$ cat src/rtl/core/spd_pkg.sv
`timescale 1ns / 1ps

package spd_pkg;

  localparam int unsigned DEF_MAX_NODES   = 16;
  localparam int unsigned DEF_WEIGHT_BITS = 16;

  localparam int unsigned NC_W   = 5;
  localparam int unsigned VTX_W  = 4;
  localparam int unsigned WIN_W  = 16;
  localparam int unsigned DIST_W = 20;

  localparam logic [DIST_W-1:0] DIST_INF = {DIST_W{1'b1}};

  localparam int unsigned IN_TDATA_W  = 32;
  localparam int unsigned OUT_TDATA_W = 32;
  localparam int unsigned OUT_PAD_W   = OUT_TDATA_W - (VTX_W + DIST_W + VTX_W + 1);

  localparam logic [NC_W-1:0] NODE_COUNT_RST = NC_W'(16);

  localparam logic CMD_LOAD   = 1'b0;
  localparam logic CMD_SEARCH = 1'b1;

  typedef enum logic {
    OP_SELECT,
    OP_RELAX
  } spd_op_e;

  typedef struct packed {
    logic [DIST_W-1:0] sum;
    logic              le;
    logic              lt;
  } spd_alu_res_t;

  typedef enum logic [3:0] {
    ST_IDLE,
    ST_INIT,
    ST_SEL_RD,
    ST_SEL_CHK,
    ST_SEL_END,
    ST_REL_RD,
    ST_REL_CHK,
    ST_OUT_RD,
    ST_OUT_LD,
    ST_OUT_WAIT
  } spd_state_e;

endpackage

$ cat src/rtl/core/spd_weight_ram.sv
`timescale 1ns / 1ps

module spd_weight_ram #(
  parameter int unsigned MAX_NODES   = spd_pkg::DEF_MAX_NODES,
  parameter int unsigned WEIGHT_BITS = spd_pkg::DEF_WEIGHT_BITS,
  localparam int unsigned DEPTH      = MAX_NODES * MAX_NODES,
  localparam int unsigned ADDR_W     = $clog2(DEPTH)
) (
  input  logic                   clk_i,
  input  logic                   we_i,
  input  logic [ADDR_W-1:0]      waddr_i,
  input  logic [WEIGHT_BITS-1:0] wdata_i,
  input  logic [ADDR_W-1:0]      raddr_i,
  output logic [WEIGHT_BITS-1:0] rdata_o
);

  logic [WEIGHT_BITS-1:0] mem_q [DEPTH];
  logic [WEIGHT_BITS-1:0] rdata_q;

  always_ff @(posedge clk_i) begin
    if (we_i) begin
      mem_q[waddr_i] <= wdata_i;
    end
    rdata_q <= mem_q[raddr_i];
  end

  assign rdata_o = rdata_q;

endmodule

$ cat src/rtl/core/spd_alu.sv
`timescale 1ns / 1ps

module spd_alu #(
  parameter int unsigned WEIGHT_BITS = spd_pkg::DEF_WEIGHT_BITS
) (
  input  spd_pkg::spd_op_e                op_i,
  input  logic [spd_pkg::DIST_W-1:0]      a_i,
  input  logic [WEIGHT_BITS-1:0]          b_i,
  input  logic [spd_pkg::DIST_W-1:0]      ref_i,
  output spd_pkg::spd_alu_res_t           res_o
);

  import spd_pkg::*;

  localparam int unsigned SUM_W = ((DIST_W > WEIGHT_BITS) ? DIST_W : WEIGHT_BITS) + 1;

  logic [SUM_W-1:0]  sum_raw;
  logic [DIST_W-1:0] val;

  always_comb begin
    sum_raw = SUM_W'(a_i) + SUM_W'(b_i);
    unique case (op_i)
      OP_SELECT: val = a_i;
      OP_RELAX: begin
        // path sums that would hit the unreachable code saturate just below it
        if (sum_raw >= SUM_W'(DIST_INF)) begin
          val = DIST_INF - DIST_W'(1);
        end else begin
          val = sum_raw[DIST_W-1:0];
        end
      end
      default: val = a_i;
    endcase
    res_o.sum = val;
    res_o.le  = (val <= ref_i);
    res_o.lt  = (val < ref_i);
  end

endmodule

$ cat src/rtl/core/shortest_path_matrix_dijkstra.sv
`timescale 1ns / 1ps
// load transfer (tuser 0): written into the weight matrix; the block stays idle and ready
// search transfer (tuser 1): a select pass and a relax pass per vertex over n active
// vertices (ending early once the nearest open vertex is unreachable), paced by one shared
// add/compare unit and one read port per memory, then one result per vertex, in order
// reset: control state cleared, node_count set to 16; the weight matrix is not cleared
module shortest_path_matrix_dijkstra #(
  parameter int unsigned MAX_NODES   = spd_pkg::DEF_MAX_NODES,
  parameter int unsigned WEIGHT_BITS = spd_pkg::DEF_WEIGHT_BITS
) (
  input  logic                            clk_i,
  input  logic                            rst_ni,
  input  logic                            cfg_we_i,
  input  logic [spd_pkg::NC_W-1:0]        cfg_wdata_i,
  // from_node[3:0], to_node[7:4], weight[23:8], source_node[27:24], zero[31:28]
  input  logic [spd_pkg::IN_TDATA_W-1:0]  s_axis_tdata_i,
  // cmd[0]
  input  logic                            s_axis_tuser_i,
  input  logic                            s_axis_tvalid_i,
  output logic                            s_axis_tready_o,
  // vertex[3:0], distance[23:4], prev_vertex[27:24], reachable[28], zero[31:29]
  output logic [spd_pkg::OUT_TDATA_W-1:0] m_axis_tdata_o,
  output logic                            m_axis_tlast_o,
  output logic                            m_axis_tvalid_o,
  input  logic                            m_axis_tready_i
);

  import spd_pkg::*;

  localparam int unsigned NODE_W = $clog2(MAX_NODES);
  localparam int unsigned CNT_W  = $clog2(MAX_NODES + 1);
  localparam int unsigned ADDR_W = $clog2(MAX_NODES * MAX_NODES);

  spd_state_e state_q, state_d;

  logic [NC_W-1:0]        node_count_q;
  logic [CNT_W-1:0]       n_q, n_d;
  logic [VTX_W-1:0]       src_q, src_d;
  logic [NODE_W-1:0]      j_q, j_d;
  logic [NODE_W-1:0]      m_q, m_d;
  logic [CNT_W-1:0]       k_q, k_d;
  logic [DIST_W-1:0]      best_q, best_d;
  logic                   found_q, found_d;
  logic [MAX_NODES-1:0]   visited_q, visited_d;
  logic [MAX_NODES-1:0]   touched_q, touched_d;
  logic [OUT_TDATA_W-1:0] out_data_q, out_data_d;
  logic                   out_last_q, out_last_d;
  logic                   out_valid_q, out_valid_d;

  logic [DIST_W-1:0]      dist_mem_q [MAX_NODES];
  logic [NODE_W-1:0]      prev_mem_q [MAX_NODES];
  logic [DIST_W-1:0]      dist_rd_q;
  logic [NODE_W-1:0]      prev_rd_q;
  logic                   dist_we;
  logic [NODE_W-1:0]      dist_wa;
  logic [DIST_W-1:0]      dist_wd;
  logic [NODE_W-1:0]      prev_wd;

  logic                   in_fire;
  logic [VTX_W-1:0]       in_from;
  logic [VTX_W-1:0]       in_to;
  logic signed [WIN_W-1:0] in_weight;
  logic [VTX_W-1:0]       in_src;
  logic                   ram_we;
  logic [ADDR_W-1:0]      ram_waddr;
  logic [WEIGHT_BITS-1:0] ram_wdata;
  logic [ADDR_W-1:0]      ram_raddr;
  logic [WEIGHT_BITS-1:0] w_rd;
  logic                   w_pos;

  logic [DIST_W-1:0]      d_eff;
  logic [NODE_W-1:0]      p_eff;
  logic                   j_last;
  logic                   src_ok;
  logic [NODE_W-1:0]      src_idx;

  spd_op_e                alu_op;
  logic [DIST_W-1:0]      alu_a;
  logic [DIST_W-1:0]      alu_ref;
  spd_alu_res_t           alu_res;

  assign in_from   = s_axis_tdata_i[3:0];
  assign in_to     = s_axis_tdata_i[7:4];
  assign in_weight = s_axis_tdata_i[23:8];
  assign in_src    = s_axis_tdata_i[27:24];

  assign s_axis_tready_o = (state_q == ST_IDLE);
  assign in_fire         = s_axis_tvalid_i && s_axis_tready_o;

  assign ram_we    = in_fire && (s_axis_tuser_i == CMD_LOAD) &&
                     (int'(in_from) < int'(MAX_NODES)) && (int'(in_to) < int'(MAX_NODES));
  assign ram_waddr = ADDR_W'(int'(in_from) * int'(MAX_NODES) + int'(in_to));
  assign ram_wdata = WEIGHT_BITS'(in_weight);
  assign ram_raddr = ADDR_W'(int'(m_q) * int'(MAX_NODES) + int'(j_q));

  spd_weight_ram #(
    .MAX_NODES  (MAX_NODES),
    .WEIGHT_BITS(WEIGHT_BITS)
  ) u_weight_ram (
    .clk_i  (clk_i),
    .we_i   (ram_we),
    .waddr_i(ram_waddr),
    .wdata_i(ram_wdata),
    .raddr_i(ram_raddr),
    .rdata_o(w_rd)
  );

  assign w_pos = !w_rd[WEIGHT_BITS-1] && (w_rd != '0);

  // entries not written during this search read as unreachable, predecessor itself
  assign d_eff  = touched_q[j_q] ? dist_rd_q : DIST_INF;
  assign p_eff  = touched_q[j_q] ? prev_rd_q : j_q;
  assign j_last = ((CNT_W'(j_q) + CNT_W'(1)) == n_q);
  assign src_ok  = (int'(src_q) < int'(n_q));
  assign src_idx = NODE_W'(src_q);

  assign alu_op  = (state_q == ST_SEL_CHK) ? OP_SELECT : OP_RELAX;
  assign alu_a   = (state_q == ST_SEL_CHK) ? d_eff : best_q;
  assign alu_ref = (state_q == ST_SEL_CHK) ? best_q : d_eff;

  spd_alu #(
    .WEIGHT_BITS(WEIGHT_BITS)
  ) u_alu (
    .op_i (alu_op),
    .a_i  (alu_a),
    .b_i  (w_rd),
    .ref_i(alu_ref),
    .res_o(alu_res)
  );

  always_ff @(posedge clk_i) begin
    if (dist_we) begin
      dist_mem_q[dist_wa] <= dist_wd;
      prev_mem_q[dist_wa] <= prev_wd;
    end
    dist_rd_q <= dist_mem_q[j_q];
    prev_rd_q <= prev_mem_q[j_q];
  end

  always_ff @(posedge clk_i or negedge rst_ni) begin
    if (!rst_ni) begin
      node_count_q <= NODE_COUNT_RST;
    end else if (cfg_we_i) begin
      node_count_q <= cfg_wdata_i;
    end
  end

  always_ff @(posedge clk_i or negedge rst_ni) begin
    if (!rst_ni) begin
      state_q     <= ST_IDLE;
      n_q         <= '0;
      src_q       <= '0;
      j_q         <= '0;
      m_q         <= '0;
      k_q         <= '0;
      found_q     <= 1'b0;
      visited_q   <= '0;
      touched_q   <= '0;
      out_valid_q <= 1'b0;
      out_last_q  <= 1'b0;
    end else begin
      state_q     <= state_d;
      n_q         <= n_d;
      src_q       <= src_d;
      j_q         <= j_d;
      m_q         <= m_d;
      k_q         <= k_d;
      found_q     <= found_d;
      visited_q   <= visited_d;
      touched_q   <= touched_d;
      out_valid_q <= out_valid_d;
      out_last_q  <= out_last_d;
    end
  end

  always_ff @(posedge clk_i) begin
    best_q     <= best_d;
    out_data_q <= out_data_d;
  end

  always_comb begin
    state_d     = state_q;
    n_d         = n_q;
    src_d       = src_q;
    j_d         = j_q;
    m_d         = m_q;
    k_d         = k_q;
    best_d      = best_q;
    found_d     = found_q;
    visited_d   = visited_q;
    touched_d   = touched_q;
    out_data_d  = out_data_q;
    out_last_d  = out_last_q;
    out_valid_d = out_valid_q;
    dist_we     = 1'b0;
    dist_wa     = j_q;
    dist_wd     = alu_res.sum;
    prev_wd     = m_q;

    unique case (state_q)
      ST_IDLE: begin
        if (in_fire && (s_axis_tuser_i == CMD_SEARCH)) begin
          src_d = in_src;
          if (node_count_q == '0) begin
            n_d = CNT_W'(1);
          end else if (int'(node_count_q) > int'(MAX_NODES)) begin
            n_d = CNT_W'(MAX_NODES);
          end else begin
            n_d = CNT_W'(node_count_q);
          end
          state_d = ST_INIT;
        end
      end
      ST_INIT: begin
        visited_d = '0;
        touched_d = '0;
        j_d       = '0;
        k_d       = '0;
        found_d   = 1'b0;
        if (src_ok) begin
          dist_we            = 1'b1;
          dist_wa            = src_idx;
          dist_wd            = '0;
          prev_wd            = src_idx;
          touched_d[src_idx] = 1'b1;
          state_d            = ST_SEL_RD;
        end else begin
          state_d = ST_OUT_RD;
        end
      end
      ST_SEL_RD: state_d = ST_SEL_CHK;
      ST_SEL_CHK: begin
        // ties go to the higher index
        if (!visited_q[j_q] && (!found_q || alu_res.le)) begin
          best_d  = d_eff;
          m_d     = j_q;
          found_d = 1'b1;
        end
        if (j_last) begin
          state_d = ST_SEL_END;
        end else begin
          j_d     = j_q + NODE_W'(1);
          state_d = ST_SEL_RD;
        end
      end
      ST_SEL_END: begin
        visited_d[m_q] = 1'b1;
        k_d            = k_q + CNT_W'(1);
        j_d            = '0;
        found_d        = 1'b0;
        // once the nearest open vertex is unreachable nothing else changes
        state_d        = (best_q == DIST_INF) ? ST_OUT_RD : ST_REL_RD;
      end
      ST_REL_RD: state_d = ST_REL_CHK;
      ST_REL_CHK: begin
        if (!visited_q[j_q] && w_pos && alu_res.lt) begin
          dist_we        = 1'b1;
          touched_d[j_q] = 1'b1;
        end
        if (j_last) begin
          j_d     = '0;
          state_d = (k_q == n_q) ? ST_OUT_RD : ST_SEL_RD;
        end else begin
          j_d     = j_q + NODE_W'(1);
          state_d = ST_REL_RD;
        end
      end
      ST_OUT_RD: state_d = ST_OUT_LD;
      ST_OUT_LD: begin
        out_data_d  = {{OUT_PAD_W{1'b0}}, (d_eff != DIST_INF), VTX_W'(p_eff), d_eff,
                       VTX_W'(j_q)};
        out_last_d  = j_last;
        out_valid_d = 1'b1;
        state_d     = ST_OUT_WAIT;
      end
      ST_OUT_WAIT: begin
        if (m_axis_tready_i) begin
          out_valid_d = 1'b0;
          if (out_last_q) begin
            state_d = ST_IDLE;
          end else begin
            j_d     = j_q + NODE_W'(1);
            state_d = ST_OUT_RD;
          end
        end
      end
      default: state_d = ST_IDLE;
    endcase
  end

  assign m_axis_tdata_o  = out_data_q;
  assign m_axis_tlast_o  = out_last_q;
  assign m_axis_tvalid_o = out_valid_q;

endmodule

$ cat config.mk
export PLATFORM = sky130hd
export DESIGN_NAME = shortest_path_matrix_dijkstra
export DESIGN_NICKNAME = d
export VERILOG_FILES = /design/src/rtl/core/spd_pkg.sv /design/src/rtl/core/spd_weight_ram.sv /design/src/rtl/core/spd_alu.sv /design/src/rtl/core/shortest_path_matrix_dijkstra.sv
export SDC_FILE = /design/constraint.sdc
export NUM_CORES = 2
export LEC_CHECK = 0
export BUFFER_PORTS_ARGS = -buffer_cell sky130_fd_sc_hd__buf_4
export CAP_MARGIN = 20
export CORE_MARGIN = 5
export CORE_UTILIZATION = 55
export CTS_BUF_LIST = sky130_fd_sc_hd__clkbuf_8
export DETAILED_ROUTE_END_ITERATION = 10
export GPL_TIMING_DRIVEN = 0
export MAX_ROUTING_LAYER = met4
export PLACE_DENSITY = 0.74
export SKIP_CTS_REPAIR_TIMING = 1
export SLEW_MARGIN = 20
export SYNTH_ARGS = -nofsm -noshare
export SYNTH_HDL_FRONTEND = slang
export SYNTH_MEMORY_MAX_BITS = 65536
export SYNTH_SLANG_ARGS = --single-unit
$ cat constraint.sdc
create_clock -name clk_i -period 14.31 [get_ports clk_i]
set_input_delay 0 -clock clk_i [delete_from_list [all_inputs] [get_ports clk_i]]
set_output_delay 0 -clock clk_i [all_outputs]
set_load 0.01 [all_outputs]
==> out/metrics.cfg <==
[floorplan]
die_h_um = 582
dieArea_sq_mm = 0.338
rows = 209
start_util_pct = 55.3
dieWidth_um = 582
core_area_sq_mm = 0.325
io_pins = 78

[timing]
fin_setup_tns_ps = 0
timing.slew.headroom_pct = 14.6
fmax_mhz = 90.1
skew_ps = 99.0
worstMarginPinSlew_ps = 1280
hold_viol = 0
slew_viol_final = 0
post-route-period-util_pct = 77.5
setup_slack_ps = 3220
rsz0062_at_grt = no
min_period_ps = 11090
finalSetupViolations = 0

[synthesis]
synth-seq-cells = 4635
synth_seq_area_share_pct = 77.0
synthFlopType = edfxtp_1
synthTopCellsByArea = edfxtp_1 (76%), mux4_2 (18%), dfrtp_1 (0.91%), nor2_1 (0.76%), dfxtp_1 (0.45%)
yosysMostFrequentCell = edfxtp_1
syn_area_sq_mm = 0.180
ys_async_sr_fraction_pct = 1.42
syn_inst = 7710
synth_warnings = 0
synth_common_cells = edfxtp_1 (4529), mux4_2 (1443), nor2_1 (365)
avgSynthCellArea_sq_um = 23.3
synth_edf_count = 4529
synth_top_area_cell = edfxtp_1
synthDistinctLibCells = 75
synth_top_area_share_pct = 75.7

[placed_design]
hpwlAfterDp_um = 469000
io_buffer_count = 70
gp_congestion = 1.06
pre_cts_slack_ps = 3430
dpl-instance-area_sq_mm = 0.195

[drt]
drc_errors = 4
vias = 102000
wl_per_cell_um = 50.2
drtIter0Drc = 21700
antenna_left = 0
viasPerCell = 7.35
first_pass_iters = 11
routed_wl_um = 699000

[finish]
fin_nets = 8988
synthToLayoutAreaGrowth_pct = 16.9
drive_gt1_share_pct = 35.7
fin_area_sq_mm = 0.210
nFillCells = 20500

[critical_path]
critPathBufInv = 7
arrival_ps = 11900
startpoint_type = register
path_class = reg2reg
max_stage_delay_ps = 790
cpLargestDelayFamily = compound AO/OA/AOI/OAI gates
critPathMaxFanout = 20
timing.critical_path.slowest_stage_cell = nor4_1
crit_top_cell = nand2_1
cp.required_ps = 15120
endpoint_kind = register

[global_routing]
grt_pass1_vias = 94600
antenna_found_initial = 90
grt-ovfl-total = 0
use_met2_pct = 55.5
grt_pass1_wl_um = 896000
grt.total_usage_pct = 42.2
grt_use_met3_pct = 22.8
grt_most_used_layer = met2
grt_max_degree = 145
use_met1_pct = 49.6

[clock_network]
numCtsBuffers = 713
cts_tree = done
htree_levels = 6
clock-sinks = 4635
clk_pin_slew_ps = 60
clock_path_buffers = 4
clock_latency_ps = 1350
cts-root-buf = clkbuf_8

[power_and_ir_drop]
power.total_mw = 43.7
vdd_drop_max_mv = 0.153
total_leakage_power_nw = 66.1
powerDensity_mw_per_mm2 = 208

[flow_run]
maxCapViolCount = 0

[worst_hold_path]
min_path_type = in2reg

[outcome]
failed_checks = design-rule violations
status = finished, violations left

## through the flow
| stage | hold WS, ps | utilization [%] | instances |
|---|---|---|---|
| CTS | -1190 | 64.2 | 13700 |
| finish | 48.3 | 64.7 | 13900 |
| global placement | 153 | 57.2 | 12100 |
| global route | 97.8 | 64.6 | 13900 |
| detailed placement | 177 | 60.1 | 12400 |
| floorplan | -296 | - | 7712 |
## cell families (layout without fill, tap and decap cells)
family / Yosys count / count (layout) / synth area share, %
flip-flops: 4635 / 4635 / 77.0
multiplexers: 1511 / 1511 / 18.5
AND/OR/NAND/NOR: 683 / 683 / 1.66
buffers and inverters: 458 / 2215 / 1.12
AO/OA/AOI/OAI: 353 / 353 / 1.25
adder cells (fa/ha/maj): 45 / 45 / 0.317
XOR/XNOR: 24 / 24 / 0.117
other: 1 / 138 / 0.00209
## area by class of cell
class                   count  area [sq um]  share of cell area (%)
flip-flops and latches   4635        138000                    65.9
multi-input cells        2619         41300                    19.7
clock buffers             726          9990                    4.76
repair buffers            473          8910                    4.24
well taps                4325          5410                    2.58
clock inverters           558          3410                    1.62
plain buffers             418          2110                    1.00
diodes                    135           338                   0.161
inverters                  40           150                  0.0715
## path summary, 6_finish.rpt
path	cells after the start	start	endpoint	slack (ps)
setup reg to reg	33	j_q[0]	best_q[11]	3220
min in group asynchronous	5	rst_ni	visited_q[10]	370
max in group asynchronous	5	rst_ni	node_count_q[4]	13560
hold / removal	6	m_axis_tready_i	j_q[1]	50
hold reg to reg	0	j_q[2]	m_axis_tdata_o[2]	450
setup / recovery	33	j_q[0]	best_q[11]	3220
## state kept, by name (all words and copies together) (netlist names)
signal,count
best_q,20
dist_mem_q,320
dist_rd_q,20
found_q,1
j_q,4
k_q,5
m_axis_tdata_o,29
m_axis_tlast_o,1
m_axis_tvalid_o,1
m_q,4
n_q,5
node_count_q,5
prev_mem_q,64
prev_rd_q,4
src_idx,4
state_q,4
touched_q,16
u_weight_ram.mem_q,4096
u_weight_ram.rdata_o,16
visited_q,16
## placed cells by master (no fill, tap or decap), types with 129 or more instances in the layout
master    Yosys  layout
edfxtp_1   4529    4529
buf_2       144     166
mux4_2     1443    1443
clkbuf_8      0     726
buf_12        0     129
inv_1        38     267
clkinv_1      2     178
diode_2       0     135
clkbuf_2      0     144
nand2_1     138     138
buf_16        0     165
nor2_4        0     252
## where the power goes
| part | switching (mW) | internal (mW) | leakage, nW |
|---|---|---|---|
| registers | 0.212 | 15.9 | 41.9 |
| clock network | 5.46 | 5.25 | 7.67 |
| logic | 11.4 | 5.42 | 16.5 |
## routing by layer
| layer | routed length (um) | share of wire [%] |
|---|---|---|
| met5 | 0 | 0 |
| met4 | 61400 | 8.8 |
| met3 | 128000 | 18 |
| met2 | 293000 | 42 |
| met1 | 217000 | 31 |
## worst min-delay path, delay by kind of cell
| family | cells | cell delay, ps |
|---|---|---|
| AO/OA/AOI/OAI | 4 | 600 |
| buffers and inverters | 2 | 680 |
Note: power is estimated with default switching activity, not from simulation.
